--- src/kti_ram.sv ---
// ----------------------------------------------------------------------------
// kti_ram
// Generic single write port, single read port RAM with registered read.
// ----------------------------------------------------------------------------
`timescale 1ns / 1ps
`default_nettype none

module kti_ram #(
    parameter int WIDTH = 8,
    parameter int DEPTH = 16
) (
    input  wire logic                     clk,
    input  wire logic                     we,
    input  wire logic [$clog2(DEPTH)-1:0] waddr,
    input  wire logic [WIDTH-1:0]         wdata,
    input  wire logic [$clog2(DEPTH)-1:0] raddr,
    output logic      [WIDTH-1:0]         rdata
);

    logic [WIDTH-1:0] mem [DEPTH];

    // Write port and registered read port.
    always_ff @(posedge clk)
    begin
        if (we)
        begin
            mem[waddr] <= wdata;
        end
        rdata <= mem[raddr];
    end

endmodule

`default_nettype wire

--- config.mk ---
export PLATFORM = sky130hd
export DESIGN_NAME = kti_ram
export DESIGN_NICKNAME = d
export VERILOG_FILES = /design/src/kti_ram.sv
export SDC_FILE = /design/constraint.sdc
export NUM_CORES = 1
export LEC_CHECK = 0
export ABC_AREA = 1
export BUFFER_PORTS_ARGS = -buffer_cell sky130_fd_sc_hd__buf_2
export CORE_UTILIZATION = 63
export CTS_BUF_LIST = sky130_fd_sc_hd__clkbuf_4 sky130_fd_sc_hd__clkbuf_8
export DETAILED_ROUTE_END_ITERATION = 6
export GPL_ROUTABILITY_DRIVEN = 0
export HOLD_SLACK_MARGIN = 0.12
export PLACE_DENSITY = 0.8
export RECOVER_POWER = 25
export SYNTH_ARGS = -nofsm -noshare
export SYNTH_HDL_FRONTEND = slang
export SYNTH_SLANG_ARGS = --single-unit
--- constraint.sdc ---
create_clock -name clk -period 1.5 [get_ports clk]
set_input_delay 0.15 -clock clk [delete_from_list [all_inputs] [get_ports clk]]
set_output_delay 0.15 -clock clk [all_outputs]
set_load 0.02 [all_outputs]
* Word-level counts from Yosys, hierarchy flattened
Memory sizes are Yosys's and may differ from the RTL's. A register that Yosys moved wholly into a read port is not among the register bits. Cells that the tools add are included.
Cells by class: multiplexer cells 2
Operators by type and width (count):
- 1-bit two-way mux | 2
Storage, ports and cells: register bits 0, memory bits (writable) 128, memories kept 1
Memories:
- mem | depth 16, bits a word 8, read ports 1, clocked after Yosys merged registers in 1, write ports 1, RTL line 20 | logic [WIDTH-1:0] mem [DEPTH];

* Depth between registers and ports, before layout
Gate-level depths: netlist of run 1.
word-level depth 2, depth in mapped cells 8, gate-level depth less buffers 7

* Least setup slack after synthesis of run 1
No wires, ideal clock.
path kind in2reg, start point input waddr[2], end point memory mem[10][0], enable pin, setup time 370 ps, arrival time 731 ps, setup slack 399 ps, stages 2, buffers on the path 0, cells stage by stage nand3b_1 > nor2_1
RTL lines:
- start: declaration | RTL line 14 | input wire logic [$clog2(DEPTH)-1:0] waddr,
- end: declaration | RTL line 20
No word-level cell before the write port.

* Worst setup path in the final report of run 1
start point register rdata[6] (read register of mem), end point output rdata[6]
RTL lines:
- start: declaration | RTL line 17 | output logic [WIDTH-1:0] rdata
No word-level cell between the ends.

==> results of run 1 <==
## worst paths after layout
path	start	endpoint	slack, ns	cells past startpoint
setup / recovery	rdata[6]	rdata[6]	0.38	1
hold / removal	we	mem[3][7]	0.20	3
setup reg to reg	mem[8][1]	rdata[1]	0.42	6
hold reg to reg	mem[15][4]	rdata[4]	0.68	6
## cell usage in the layout (no fill, tap or decap)
cell type,n
buf_12,4
buf_2,20
buf_4,17
bufinv_16,4
clkbuf_1,6
clkbuf_4,1
clkbuf_8,17
clkinv_1,1
clkinv_2,2
clkinv_4,2
clkinvlp_4,1
dfxtp_1,8
dlygate4sd3_1,5
edfxtp_1,128
inv_1,100
inv_2,2
inv_6,4
nand2_1,173
nand3_1,97
nand3b_1,2
nor2_1,17
## metal layers
metal  track usage [%]  wire length (um)  part of all wire, %  up-vias
met5                 0                 0                    0        -
met3             6.547              1312                   11       23
met2             44.35              5722                   46      249
li1                  -                 -                    -     1870
met4             12.47               275                  2.2        0
met1             39.61              5058                   41     1821
## power by group through the flow
stage               sequential [W]  combinational, W  clock, W
floorplan                  0.00438          0.000300         0
global placement           0.00435          0.000531         0
detailed placement         0.00435          0.000541         0
CTS                        0.00427          0.000558   0.00329
global route               0.00427          0.000615   0.00344
finish                     0.00427          0.000562   0.00327
## state kept, by name, summed over array words and instances, names as in the netlist
register	count
mem	128
rdata	8
## cell type report
type | instances | area, sq um
timing repair buffer | 52 | 380.4
multi-input combinational | 289 | 1214
fill | 543 | 2255
clock buffer | 18 | 241.5
sequential | 136 | 4004
inverter | 102 | 382.9
tap | 108 | 135.1
clock inverter | 14 | 193.9
## stage by stage
step	instances	hold WS (ns)	worst slack, ns
floorplan	551	0.2489	0.3992
global placement	682	0.5126	0.2313
detailed placement	682	0.5106	0.1631
CTS	719	0.1201	0.3609
global route	719	0.2245	0.3562
finish	719	0.2013	0.3764
## kinds of logic (layout without fill, tap and decap cells)
| kind of cell | after synthesis | count (layout) |
|---|---|---|
| buffers and inverters | 126 | 186 |
| flip-flops | 136 | 136 |
| AND/OR/NAND/NOR | 289 | 289 |
## repair_timing
action	CTS	global route
hold buffers	5	0
gates resized for setup	0	0
endpoints found under the setup margin	0	0
endpoints found under the hold margin	63	0
==> results.toml, run 1 <==
[clock_network]
numCtsBuffers = 17
postCtsSetupRepairBufs = 0
clk_latency_ns = 0.45
htreeDepth = 4
clock-sinks = 136
clk_path_buf_depth = 2
cts_tree = "done"
cts-root-buf = "clkbuf_8"
path_clk_slew_ns = 0.07

[timing]
setup_viol = 0
final.setup.tns_ns = 0
fin_skew_ns = 0.01763
max_freq_mhz = 890.0
period_share_pct = 74.91
hold_viol = 0
rsz0062_at_grt = "false"
worstMarginPinSlew_ns = 0.9191
maxSlewViolCount = 0
max_slew_margin_pct = 38.73
period_needed_ns = 1.124

[finish]
nNetsFinal = 616
design_area_sq_um = 6551
syn_to_final_growth_pct = 13.60
drive_gt1_share_pct = 12.11
final_core_util_pct = 74.40
antenna-diode-count = 0

[yosys]
ys_top_cells_by_count = "nand2_1, edfxtp_1, inv_1"
synthCells = 551
syn-cell-area_sq_um = 5767
ys_seq_area_share_pct = 69.43
synth_edf_count = 128
synth_simple_gate_area_share_pct = 21.05
synth_fp_nets = 569
synth_area_leader_cell = "edfxtp_1"
ys_warn_count = 0
synthArstFlopShare_pct = 0
synth_compound_area_share_pct = 0
synth.distinct_cells = 12
synthAdderAreaFrac_pct = 0
yosys-top-cells-area = "edfxtp_1, nand2_1, nand3_1, inv_1, dfxtp_1"
yosysMostFrequentCell = "nand2_1"
synth_top_area_share_pct = 66.65
post_synth.cell_area_avg_sq_um = 10.47
ys_seq_elements = 136
yosys_most_used_dff = "edfxtp_1"
synth_mux_area_share_pct = 0
synth_xor_area_share_pct = 0
synth_top_family_by_area = "simple AND/OR/NAND/NOR gates"

[status]
status = "complete, but fails checks"
violations = "design-rule violations"

[pwr]
power.density_nw_per_um2 = 1237
seqPwrFrac_pct = 52.7
p_leak_nw = 2.871
p_switching_w = 0.001848
ir_drop_v = 0.0007458
power_frac_comb_pct = 6.9
power_w = 0.008103
p_sw_share_pct = 22.80
pwr-share-clk_pct = 40.4
p_int_w = 0.006255

[global_routing]
grt_pass1_vias = 3893
overflow = 0
grt_max_degree = 65
grt_pass1_wl_mm = 19.97
antenna_found_initial = 0
track_usage_pct = 28.74

[routing]
ant_nets = 0
dr.pass1.iters = 7
via_per_inst = 5.512
vias = 3963
wl_per_cell_um = 17.20
drt-total-wl_mm = 12.37
drt_iter0_markers = 542
drc_errors = 2

[critical_path]
cpPeakStageDelay_ns = 0.36
crit_arrival_ns = 0.97
crit_path_end_kind = "primary output"
worst-path-buf-inv = 1
path_max_fanout = 1
worstPathCellList = "buf_2"
cp_slowest_cell = "dfxtp_1"
critPathKind = "flop to primary output"
crit_required_ns = 1.35
worstSetupStartpointType = "flop"
critPathTopFamily = "flip-flops"

[floorplan]
core_area_sq_um = 8806
die_h_um = 97.68
io_pins = 26
die_area_sq_um = 9540
die_w_um = 97.68
initial_utilization_pct = 65.49
fp-row-count = 34

[place]
dpl_cell_area_sq_um = 6076
place_hpwl_mm = 7.466
port_buffers = 25

[job]
cap_violations = 0

[hold_path]
hold_path.class = "primary input to flop"
No activity file was read; power rests on OpenSTA's default activity.
==> inputs of run 2 (changes only) <==
--- a/config.mk
+++ b/config.mk
@@ -7,12 +7,12 @@
 export LEC_CHECK = 0
 export ABC_AREA = 1
 export BUFFER_PORTS_ARGS = -buffer_cell sky130_fd_sc_hd__buf_2
-export CORE_UTILIZATION = 63
+export CORE_UTILIZATION = 57
 export CTS_BUF_LIST = sky130_fd_sc_hd__clkbuf_4 sky130_fd_sc_hd__clkbuf_8
 export DETAILED_ROUTE_END_ITERATION = 6
 export GPL_ROUTABILITY_DRIVEN = 0
 export HOLD_SLACK_MARGIN = 0.12
-export PLACE_DENSITY = 0.8
+export PLACE_DENSITY = 0.77
 export RECOVER_POWER = 25
 export SYNTH_ARGS = -nofsm -noshare
 export SYNTH_HDL_FRONTEND = slang
==> constraint.sdc (replaced) <==
create_clock -name clk -period 0.9 [get_ports clk]
set_input_delay 0.09 -clock clk [delete_from_list [all_inputs] [get_ports clk]]
set_output_delay 0.09 -clock clk [all_outputs]
set_load 0.02 [all_outputs]
==> results.toml, run 2 (synthesis results as in run 1) <==
[status]
status = "complete, but fails checks"
violations = "negative setup slack"

[hold_path]
hold_path_end = "rdata[2]"
hold_path.class = "primary input to flop"
min_from = "raddr[2]"
min_path_cells = 5

[finish]
drive_gt1_share_pct = 28.18
final_cell_mix = "nand2_1, edfxtp_1, inv_1"
antenna-diode-count = 0
final_core_util_pct = 73.75
largest_reg_flops = 128
syn_to_final_growth_pct = 24.99
largest_register = "mem"
design_area_sq_um = 7208
layout_commonest_cell = "nand2_1"
nFillCells = 620
nNetsFinal = 633
reg.largest.list = "mem (128), rdata (8)"

[routing]
drc_errors = 0
dr.pass1.iters = 5
drt_iter0_markers = 300
wl_per_cell_um = 17.41
drt-total-wl_mm = 13.25
via_per_inst = 5.273
vias = 4013
ant_nets = 0

[critical_path]
cp_slowest_cell = "dfxtp_2"
worst-path-buf-inv = 1
worstSetupStartpointType = "flop"
crit_path_end_kind = "primary output"
r2r_start = "mem[3][7]"
worstPathCellList = "buf_6"
r2r-end = "rdata[7]"
cpPeakStageDelay_ns = 0.36
rr_worst_depth = 6
critPathTopFamily = "flip-flops"
critPathKind = "flop to primary output"
path_max_fanout = 1
crit_arrival_ns = 0.92
crit_required_ns = 0.81
ff2ff_setup_slack_ns = -0.04

[global_routing]
antenna_found_initial = 0
overflow = 0
grt_pass1_vias = 4070
grt_max_degree = 34
grt_pass1_wl_mm = 20.63
track_usage_pct = 28.17

[floorplan]
core_area_sq_um = 9774
initial_utilization_pct = 59.00
fp-row-count = 36
die_area_sq_um = 10520
die_h_um = 102.6
die_w_um = 102.6
io_pins = 26

[clock_network]
clk_path_buf_depth = 2
numCtsBuffers = 17
path_clk_slew_ns = 0.08
cts_tree = "done"
postCtsSetupRepairBufs = 0
htreeDepth = 4
cts-root-buf = "clkbuf_8"
clock-sinks = 136
clk_latency_ns = 0.44

[timing]
fin_ws_ns = -0.1111
fin_skew_ns = 0.01240
period_needed_ns = 1.011
period_share_pct = 112.3
worstMarginPinSlew_ns = 0.5181
max_freq_mhz = 989.0
final.setup.tns_ns = -1.050
maxSlewViolCount = 0
setup_viol = 16
max_slew_margin_pct = 65.34
rsz0062_at_grt = "true"
hold_viol = 0

[job]
cap_violations = 0

[place]
place_hpwl_mm = 8.197
pre_cts_slack_ns = -0.2800
port_buffers = 25
dpl_cell_area_sq_um = 6307

[pwr]
power_w = 0.01413
p_leak_nw = 3.119
power.density_nw_per_um2 = 1960
ir_drop_v = 0.001321
-- run 2: cell count changes in the layout (fill, tap and decap cells not counted), sizes merged, moves of 3 or more --
cell / before / now
buf: 41 / 49
clkbuf: 24 / 29
dlygate4sd3: 5 / 9
inv: 106 / 103
-- run 2: cell type report --
type	count	area, sq um	area share [%]
Clock buffer	18	247.7	3.437
Clock inverter	14	222.7	3.090
Inverter	102	382.9	5.312
Multi-Input combinational cell	289	1546	21.45
Sequential cell	136	4014	55.68
Tap cell	133	166.4	2.309
Timing Repair Buffer	69	628.1	8.714
-- run 2: report_power, final --
part	switching [W]	internal [W]
registers	0.0000580	0.00708
clock network	0.00237	0.00339
logic	0.000766	0.000458
-- run 2: metrics by stage --
stage	std cells	hold WS (ns)
2_1_floorplan	551	0.1889
3_3_place_gp	720	0.4641
3_5_place_dp	720	0.4589
4_1_cts	761	0.1419
5_1_grt	761	0.1673
6_report	761	0.1621
-- run 2: worst max-delay path by stage --
stage / from / cells past startpoint / slack (ns) / endpoint
final: rdata[0] / 1 / -0.11 / rdata[0]
after global routing: rdata[0] / 1 / -0.16 / rdata[0]
after CTS: rdata[0] / 1 / -0.14 / rdata[0]
after detailed placement: raddr[0] / 8 / -0.28 / rdata[1]
after global placement: raddr[0] / 8 / -0.23 / rdata[1]
after floorplan: waddr[0] / 3 / -0.12 / mem[0][0]
-- run 2: timing repair --
item / 4_1_cts / 5_1_grt
hold endpoints to repair: 136 / 0
endpoints found under the setup margin: 16 / 16
hold buffers: 9 / 0
pin swaps: 36 / 17
gates resized for setup: 70 / 24
-- run 2: metal layers --
layer	up-vias	GRT usage [%]	part of all wire (%)
met4	0	14.62	3.6
li1	1900	-	-
met5	-	0	0
met2	194	44.36	48
met1	1880	36.31	41
met3	39	7.322	7.2
