--- config.mk ---
export PLATFORM = sky130hd
export DESIGN_NAME = kti_lerp
export DESIGN_NICKNAME = d
export VERILOG_FILES = /design/src/kti_pkg.sv /design/src/kti_lerp.sv
export SDC_FILE = /design/constraint.sdc
export NUM_CORES = 2
export LEC_CHECK = 0
export ABC_AREA = 0
export ABC_CLOCK_PERIOD_IN_PS = 8600
export BUFFER_PORTS_ARGS = -buffer_cell sky130_fd_sc_hd__buf_4
export CAP_MARGIN = 25
export CORE_MARGIN = 2
export CORE_UTILIZATION = 50
export DETAILED_ROUTE_END_ITERATION = 10
export GPL_ROUTABILITY_DRIVEN = 0
export PLACE_DENSITY_LB_ADDON = 0.05
export SETUP_SLACK_MARGIN = 0.2
export SKIP_CTS_REPAIR_TIMING = 1
export SKIP_LAST_GASP = 1
export SYNTH_ARGS = -nofsm -noshare
export SYNTH_HDL_FRONTEND = slang
export SYNTH_SLANG_ARGS = --single-unit
--- constraint.sdc ---
create_clock -name clk -period 8.6 [get_ports clk]
set_clock_uncertainty 0.05 [all_clocks]
set_input_delay 2.15 -clock clk [delete_from_list [all_inputs] [get_ports clk]]
set_output_delay 2.15 -clock clk [all_outputs]
set_load 0.005 [all_outputs]
--- src/kti_pkg.sv ---
// ----------------------------------------------------------------------------
// kti_pkg
// Shared types and constants for the keyframe track interpolator.
// ----------------------------------------------------------------------------
`timescale 1ns / 1ps
`default_nettype none

package kti_pkg;

    // Fixed field widths.
    localparam int FRAME_W = 16;
    localparam int TIME_W  = 24;
    localparam int LANE_W  = 16;
    localparam int LANES   = 4;
    localparam int VALUE_W = LANE_W * LANES;
    localparam int ENTRY_W = FRAME_W + VALUE_W;

    // Item modes.
    localparam logic MODE_SET    = 1'b0;
    localparam logic MODE_SAMPLE = 1'b1;

    // Result status codes.
    typedef enum logic [1:0] {
        ST_OK    = 2'd0,
        ST_FULL  = 2'd1,
        ST_EMPTY = 2'd2
    } status_t;

    // Main sequencer states.
    typedef enum logic [3:0] {
        S_IDLE,
        S_SCAN,
        S_CHECK,
        S_SHIFT_RD,
        S_SHIFT_WR,
        S_INSERT,
        S_LERP,
        S_DONE
    } state_t;

    // Interpolation unit phases.
    typedef enum logic [1:0] {
        LP_IDLE,
        LP_MUL,
        LP_DIV
    } lerp_phase_t;

    // Request from the sequencer to the interpolation unit.
    typedef struct packed {
        logic              go;
        logic [TIME_W-1:0] dt;
        logic [TIME_W-1:0] den;
    } lerp_req_t;

endpackage

`default_nettype wire

--- src/kti_lerp.sv ---
// ----------------------------------------------------------------------------
// kti_lerp
// Four-lane linear interpolation: a multiply phase, then a 16-step
// restoring division per lane, all lanes in parallel.
// ----------------------------------------------------------------------------
`timescale 1ns / 1ps
`default_nettype none

module kti_lerp (
    input  wire logic                          clk,
    input  wire logic                          rst_n,
    input  wire kti_pkg::lerp_req_t            req,
    input  wire logic [kti_pkg::VALUE_W-1:0]   a,
    input  wire logic [kti_pkg::VALUE_W-1:0]   b,
    output logic                               done,
    output logic      [kti_pkg::VALUE_W-1:0]   result
);

    localparam int LW = kti_pkg::LANE_W;
    localparam int TW = kti_pkg::TIME_W;
    localparam int NL = kti_pkg::LANES;

    kti_pkg::lerp_phase_t phase_reg, phase_next;
    logic [3:0]           cnt_reg, cnt_next;
    logic                 done_reg, done_next;

    logic [kti_pkg::VALUE_W-1:0] a_reg, b_reg;
    logic [TW-1:0]               dt_reg, den_reg;
    logic [TW-1:0]               rem_reg [NL];
    logic [LW-1:0]               low_reg [NL];
    logic                        neg_reg [NL];

    // Control: latch the operands, multiply, then divide for sixteen steps.
    always_comb
    begin
        phase_next = phase_reg;
        cnt_next   = cnt_reg;
        done_next  = 1'b0;
        unique case (phase_reg)
            kti_pkg::LP_IDLE:
            begin
                if (req.go)
                begin
                    phase_next = kti_pkg::LP_MUL;
                end
            end
            kti_pkg::LP_MUL:
            begin
                cnt_next   = '0;
                phase_next = kti_pkg::LP_DIV;
            end
            kti_pkg::LP_DIV:
            begin
                cnt_next = cnt_reg + 4'd1;
                if (cnt_reg == 4'd15)
                begin
                    phase_next = kti_pkg::LP_IDLE;
                    done_next  = 1'b1;
                end
            end
            default:
            begin
                phase_next = kti_pkg::LP_IDLE;
            end
        endcase
    end

    always_ff @(posedge clk or negedge rst_n)
    begin
        if (!rst_n)
        begin
            phase_reg <= kti_pkg::LP_IDLE;
            cnt_reg   <= '0;
            done_reg  <= 1'b0;
        end
        else
        begin
            phase_reg <= phase_next;
            cnt_reg   <= cnt_next;
            done_reg  <= done_next;
        end
    end

    // Datapath. The quotient is below the lane difference, so it fits 16 bits
    // and the top 24 product bits already lie below the divisor.
    always_ff @(posedge clk)
    begin
        if (phase_reg == kti_pkg::LP_IDLE && req.go)
        begin
            a_reg   <= a;
            b_reg   <= b;
            dt_reg  <= req.dt;
            den_reg <= req.den;
        end
        for (int l = 0; l < NL; l++)
        begin
            logic signed [LW:0]   diff;
            logic        [LW-1:0] mag;
            logic        [TW+LW-1:0] prod;
            logic        [TW:0]   trial;
            diff  = (LW+1)'($signed(b_reg[l*LW +: LW])) - (LW+1)'($signed(a_reg[l*LW +: LW]));
            mag   = diff[LW] ? LW'(-diff) : LW'(diff);
            prod  = (TW+LW)'(mag) * (TW+LW)'(dt_reg);
            trial = {rem_reg[l], low_reg[l][LW-1]};
            if (phase_reg == kti_pkg::LP_MUL)
            begin
                neg_reg[l] <= diff[LW];
                rem_reg[l] <= prod[TW+LW-1:LW];
                low_reg[l] <= prod[LW-1:0];
            end
            else if (phase_reg == kti_pkg::LP_DIV)
            begin
                if (trial >= {1'b0, den_reg})
                begin
                    rem_reg[l] <= TW'(trial - {1'b0, den_reg});
                    low_reg[l] <= {low_reg[l][LW-2:0], 1'b1};
                end
                else
                begin
                    rem_reg[l] <= trial[TW-1:0];
                    low_reg[l] <= {low_reg[l][LW-2:0], 1'b0};
                end
            end
        end
    end

    // Apply the quotient with the sign of the difference.
    always_comb
    begin
        for (int l = 0; l < NL; l++)
        begin
            result[l*LW +: LW] = neg_reg[l] ? a_reg[l*LW +: LW] - low_reg[l]
                                            : a_reg[l*LW +: LW] + low_reg[l];
        end
    end

    assign done = done_reg;

endmodule

`default_nettype wire

# Word level (Yosys, flattened, before mapping)
# Memory sizes are Yosys's and may differ from the RTL's.
# Cells that the tools add are included.
[totals]
reg_bits = 183
elab_cells = 128
out_inout_bits = 65
ramBits = 164
n_memories = 3
[op_classes]
muxes = 64
bitwise = 16
n_eq_ne = 5
n_lt_le_gt_ge = 4
mul = 4
n_reduce_logical = 4
n_addsub = 21
[memory_table]
columns = ["name", "words", "word_bits", "read_ports", "rd_ports_with_merged_regs", "write_ports", "line", "rtl"]
rows = [
  ["rem_reg", 4, 24, 4, 0, 4, "kti_lerp.sv:29", "logic [TW-1:0] rem_reg [NL];"],
  ["low_reg", 4, 16, 4, 0, 4, "kti_lerp.sv:30", "logic [LW-1:0] low_reg [NL];"],
  ["neg_reg", 4, 1, 4, 0, 4, "kti_lerp.sv:31", "logic neg_reg [NL];"],
]
[ops]
columns = ["op", "count"]
rows = [
  ["two-way mux 16 bit", 16],
  ["two-way mux 24 bit", 8],
  ["multiplier 16 x 24 -> 40 bit", 4],
  ["greater-or-equal comparator 25 x 24 -> 1 bit", 4],
  ["subtractor 24 bit", 4],
  ["subtractor 16 x 16 -> 17 bit", 4],
  ["adder 16 bit", 4],
  ["negation 16 bit", 4],
  ["subtractor 16 bit", 4],
  ["two-way mux 1 bit", 36],
  ["OR 1 bit", 16],
  ["case mux 4 bit (2 select lines)", 1],
  ["case mux 2 bit (3 select lines)", 1],
  ["adder 4 x 1 -> 4 bit (second input constant)", 1],
  ["equality test 4 bit (second input constant)", 1],
  ["two-way mux 2 bit", 2],
  ["inequality test 2 bit (second input constant)", 2],
  ["equality test 2 x 1 -> 1 bit (second input constant)", 1],
  ["equality test 2 bit (second input constant)", 1],
  ["logical NOT 2 bit", 1],
  ["AND reduction 2 bit", 1],
  ["nonzero test 2 bit", 1],
  ["logical AND 1 bit", 1],
]

# Logic depth before layout (Yosys ltp)
[depth]
depth_word = 7
depth_mapped = 39
mapped_depth_nobuf = 37

# Least setup slack after synthesis
# OpenSTA, ideal clock, no wires.
[synth_path]
kind = "register -> register"
start = "register a_reg[0] in the netlist's numbering"
end = "memory rem_reg[0][20] in the netlist's numbering (data pin)"
stages_incl_launch_ff = 33
setup_slack_ns = -0.786
t_arrival_ns = 9.066
path_cell_list = "edfxtp_1 > ha_1 > fa_1 > nor2b_1 > o2111ai_1 > and3_1 > o311ai_0 > xor2_1 > a2111oi_1 > and4_1 > a22oi_1 > o22ai_1 > clkbuf_1 > and2_1 > fa_1 > fa_1 > fa_1 > fa_1 > fa_1 > inv_1 > fa_1 > inv_1 > ha_1 > clkbuf_1 > a21o_1 > a211o_1 > a221o_1 > o32ai_1 > o31ai_1 > a221o_1 > a21oi_1 > xor2_1 > a21oi_1"
[synth_rtl]
columns = ["item", "line", "rtl"]
rows = [
  ["start, declared", "kti_lerp.sv:27", "logic [kti_pkg::VALUE_W-1:0] a_reg, b_reg;"],
  ["start signal, assigned", "kti_lerp.sv:90", "a_reg <= a;"],
  ["end, declared", "kti_lerp.sv:29", ""],
]

==> metrics <==
drt total wl between 200,000 and 250,000 microns; DP HPWL ~170,000 microns; Min-Delay Path Class flop to flop; CP required around 9.0 ns; Vias/cell about 5.4; Clk Tree Root Cell clkbuf_16; Clock Latency Late Sink ~0.71 ns; final worst-path cycle share 106%; crit-path most repeated cell fa_1; CP delay by family, top adder cells; cts bufs inserted 50; Slew Limit Fails 0; fin util about three fifths; Synth Register Bits about 350; Worst Hold Path Cells 2; initial core utilization roughly half; Startpoint Class flop; Post-synth EDFFs 340; Post-Syn Area between 70,000 and 80,000 sq um; ys async rst share slightly above 2%; sequential fraction of the synthesis area 13.7%; crit path capture type flop; area of placed instances about 87,000 sq um; Final Hold Fails 0; share of cells above drive strength 1 just over 20%; most common cell after layout, fill and taps aside inv_1; routed len/inst 19.4 microns; FF/Latch Area 10,400 sq um; status finished, violations left; fin cells about 12,000; Nets approximately 12,000; violated checks negative setup slack; highest clock rate about 0.11 GHz; overall routing resource usage around 29%; initial antenna violation count 5; commonest cells after routing, fill and taps aside 1,622 x inv_1, 1,224 x nand2_1, 1,208 x fa_1; synthesized instance count about 8,600; IO buf count roughly 240; CTS tree done; critical path depth 34; H-tree levels 2; Synth Area per Inst approximately 9 sq um; placed cells 11,309; design area 92,900 sq um; largest net degree at the start of global routing 126; top-level port count between 200 and 250; MaxCap Viol Count 0; cell row count 142; CP max-delay cell fa_1; area of the multi-input gates 61,400 sq um; first-pass GRT wire length 351,000 microns; worst-margin pin slew ~0.99 ns; library cells used by synthesis approximately 90; DRC 0; P&R area growth vs syn 23.0%; core area between 100,000 and 150,000 sq um; Max FO, Critical Path 8; Crit path largest cell delay approximately 0.5 ns; Final setup viols 65; yosys warns 0; crit path DAT 9.47 ns; vias after detailed routing 61,976; DR pass1 iterations 5; Max transition margin around 34%; Routed Antenna Nets 0; R2R setup slack -0.51 ns; CTS Buffer Depth 3; CTS Sinks 347; gr ovfl total 0; fin crit period between 9 and 10 ns; DIE AREA around 150,000 sq um; vias in the first global route between 60,000 and 70,000; fill count 13,090; max reg flops 96; Clock transition at path regs approximately 0.060 ns; ys flop type edfxtp_1; syn nets ~11,000; Die X 393 microns; Setup CP Type flop to flop; RSZ-0062 raised after global routing yes; Worst Reg-to-Reg Cells 34; crit path buf inv count 5; worst setup margin -0.514 ns; Die Y 393 microns; initial drt markers 3,583
[per-layer routing]
layer	wire, microns	global-route usage (%)
met2	110000	50.0
met3	12500	3.70
met1	92800	37.8
met4	9020	9.87
met5	0	0
[per-stage QoR]
stage               setup TNS (ns)  hold slack (ns)  setup slack [ns]
finish                      -14.56            0.516            -0.514
global route                -40.47            0.557            -0.845
CTS                         -28.85            0.520            -0.624
detailed placement          -24.53            0.508            -0.563
global placement            -15.73            0.505            -0.473
floorplan                  -0.0695            0.483           -0.0577
[layout make-up]
type | instances | share of cell area (%)
diodes | 2 | 0.00539
well taps | 2016 | 2.72
flip-flops and latches | 347 | 11.2
clock inverters | 30 | 0.383
inverters | 1677 | 6.80
repair buffers | 1231 | 11.4
clock buffers | 59 | 1.42
multi-input cells | 6179 | 66.1
[cells by family after synthesis]
| group | synth area share [%] |
|---|---|
| compound gates | 10.1 |
| xor+xnor | 4.64 |
| fa+ha+maj | 44.1 |
| buf+inv | 10.2 |
| flops | 13.7 |
| mux | 0.994 |
| simple gates | 16.2 |
[final timing paths]
kind | start | endpoint
min reg2reg | cnt_reg[1]$_DFFE_PN0P_ | cnt_reg[1]$_DFFE_PN0P_
min in group asynchronous | rst_n | cnt_reg[1]$_DFFE_PN0P_
min | cnt_reg[1]$_DFFE_PN0P_ | cnt_reg[1]$_DFFE_PN0P_
max in group asynchronous | rst_n | done$_DFF_PN0_
max reg2reg | a_reg[16]$_DFFE_PP_ | rem_reg[1][21]$_DFFE_PP_
max | a_reg[16]$_DFFE_PP_ | rem_reg[1][21]$_DFFE_PP_
[Yosys cell counts, drive strengths merged, types with 12 or more instances]
cell    count  area [sq um]
inv      1676          6290
a31o       12           105
mux2i      48           480
nor4       24           150
o21bai     46           345
ha        683          8550
and2      461          2910
o211ai     33           248
and3       28           175
nand4      31           194
o41ai      15           150
fa       1236         24700
nand2b    109           682
xnor2     276          2420
clkbuf    357          1340
nor2b     108           676
nor3       88           440
nand3      64           320
mux2       24           270
edfxtp    340         10200
a21o      117           878
o21ai     280          1400
xor2      122          1070
o31ai      36           275
a211oi     42           315
nand2    1256          4710
nor2      336          1260
a21oi     329          1650
a31oi      54           344
a21boi     29           218
nand3b     12          90.1
buf        23           108
or3        28           175
o21a       63           473
[tightest hold or removal path, cell delays in order (launching register included)]
cell and delay (ns):
dfrtp_1 0.39, inv_1 0.06, o21ai_0 0.07
Power is left out: the tool's default activity adds up to more than one toggle a clock period on the data nets, which glitch-free logic cannot reach.
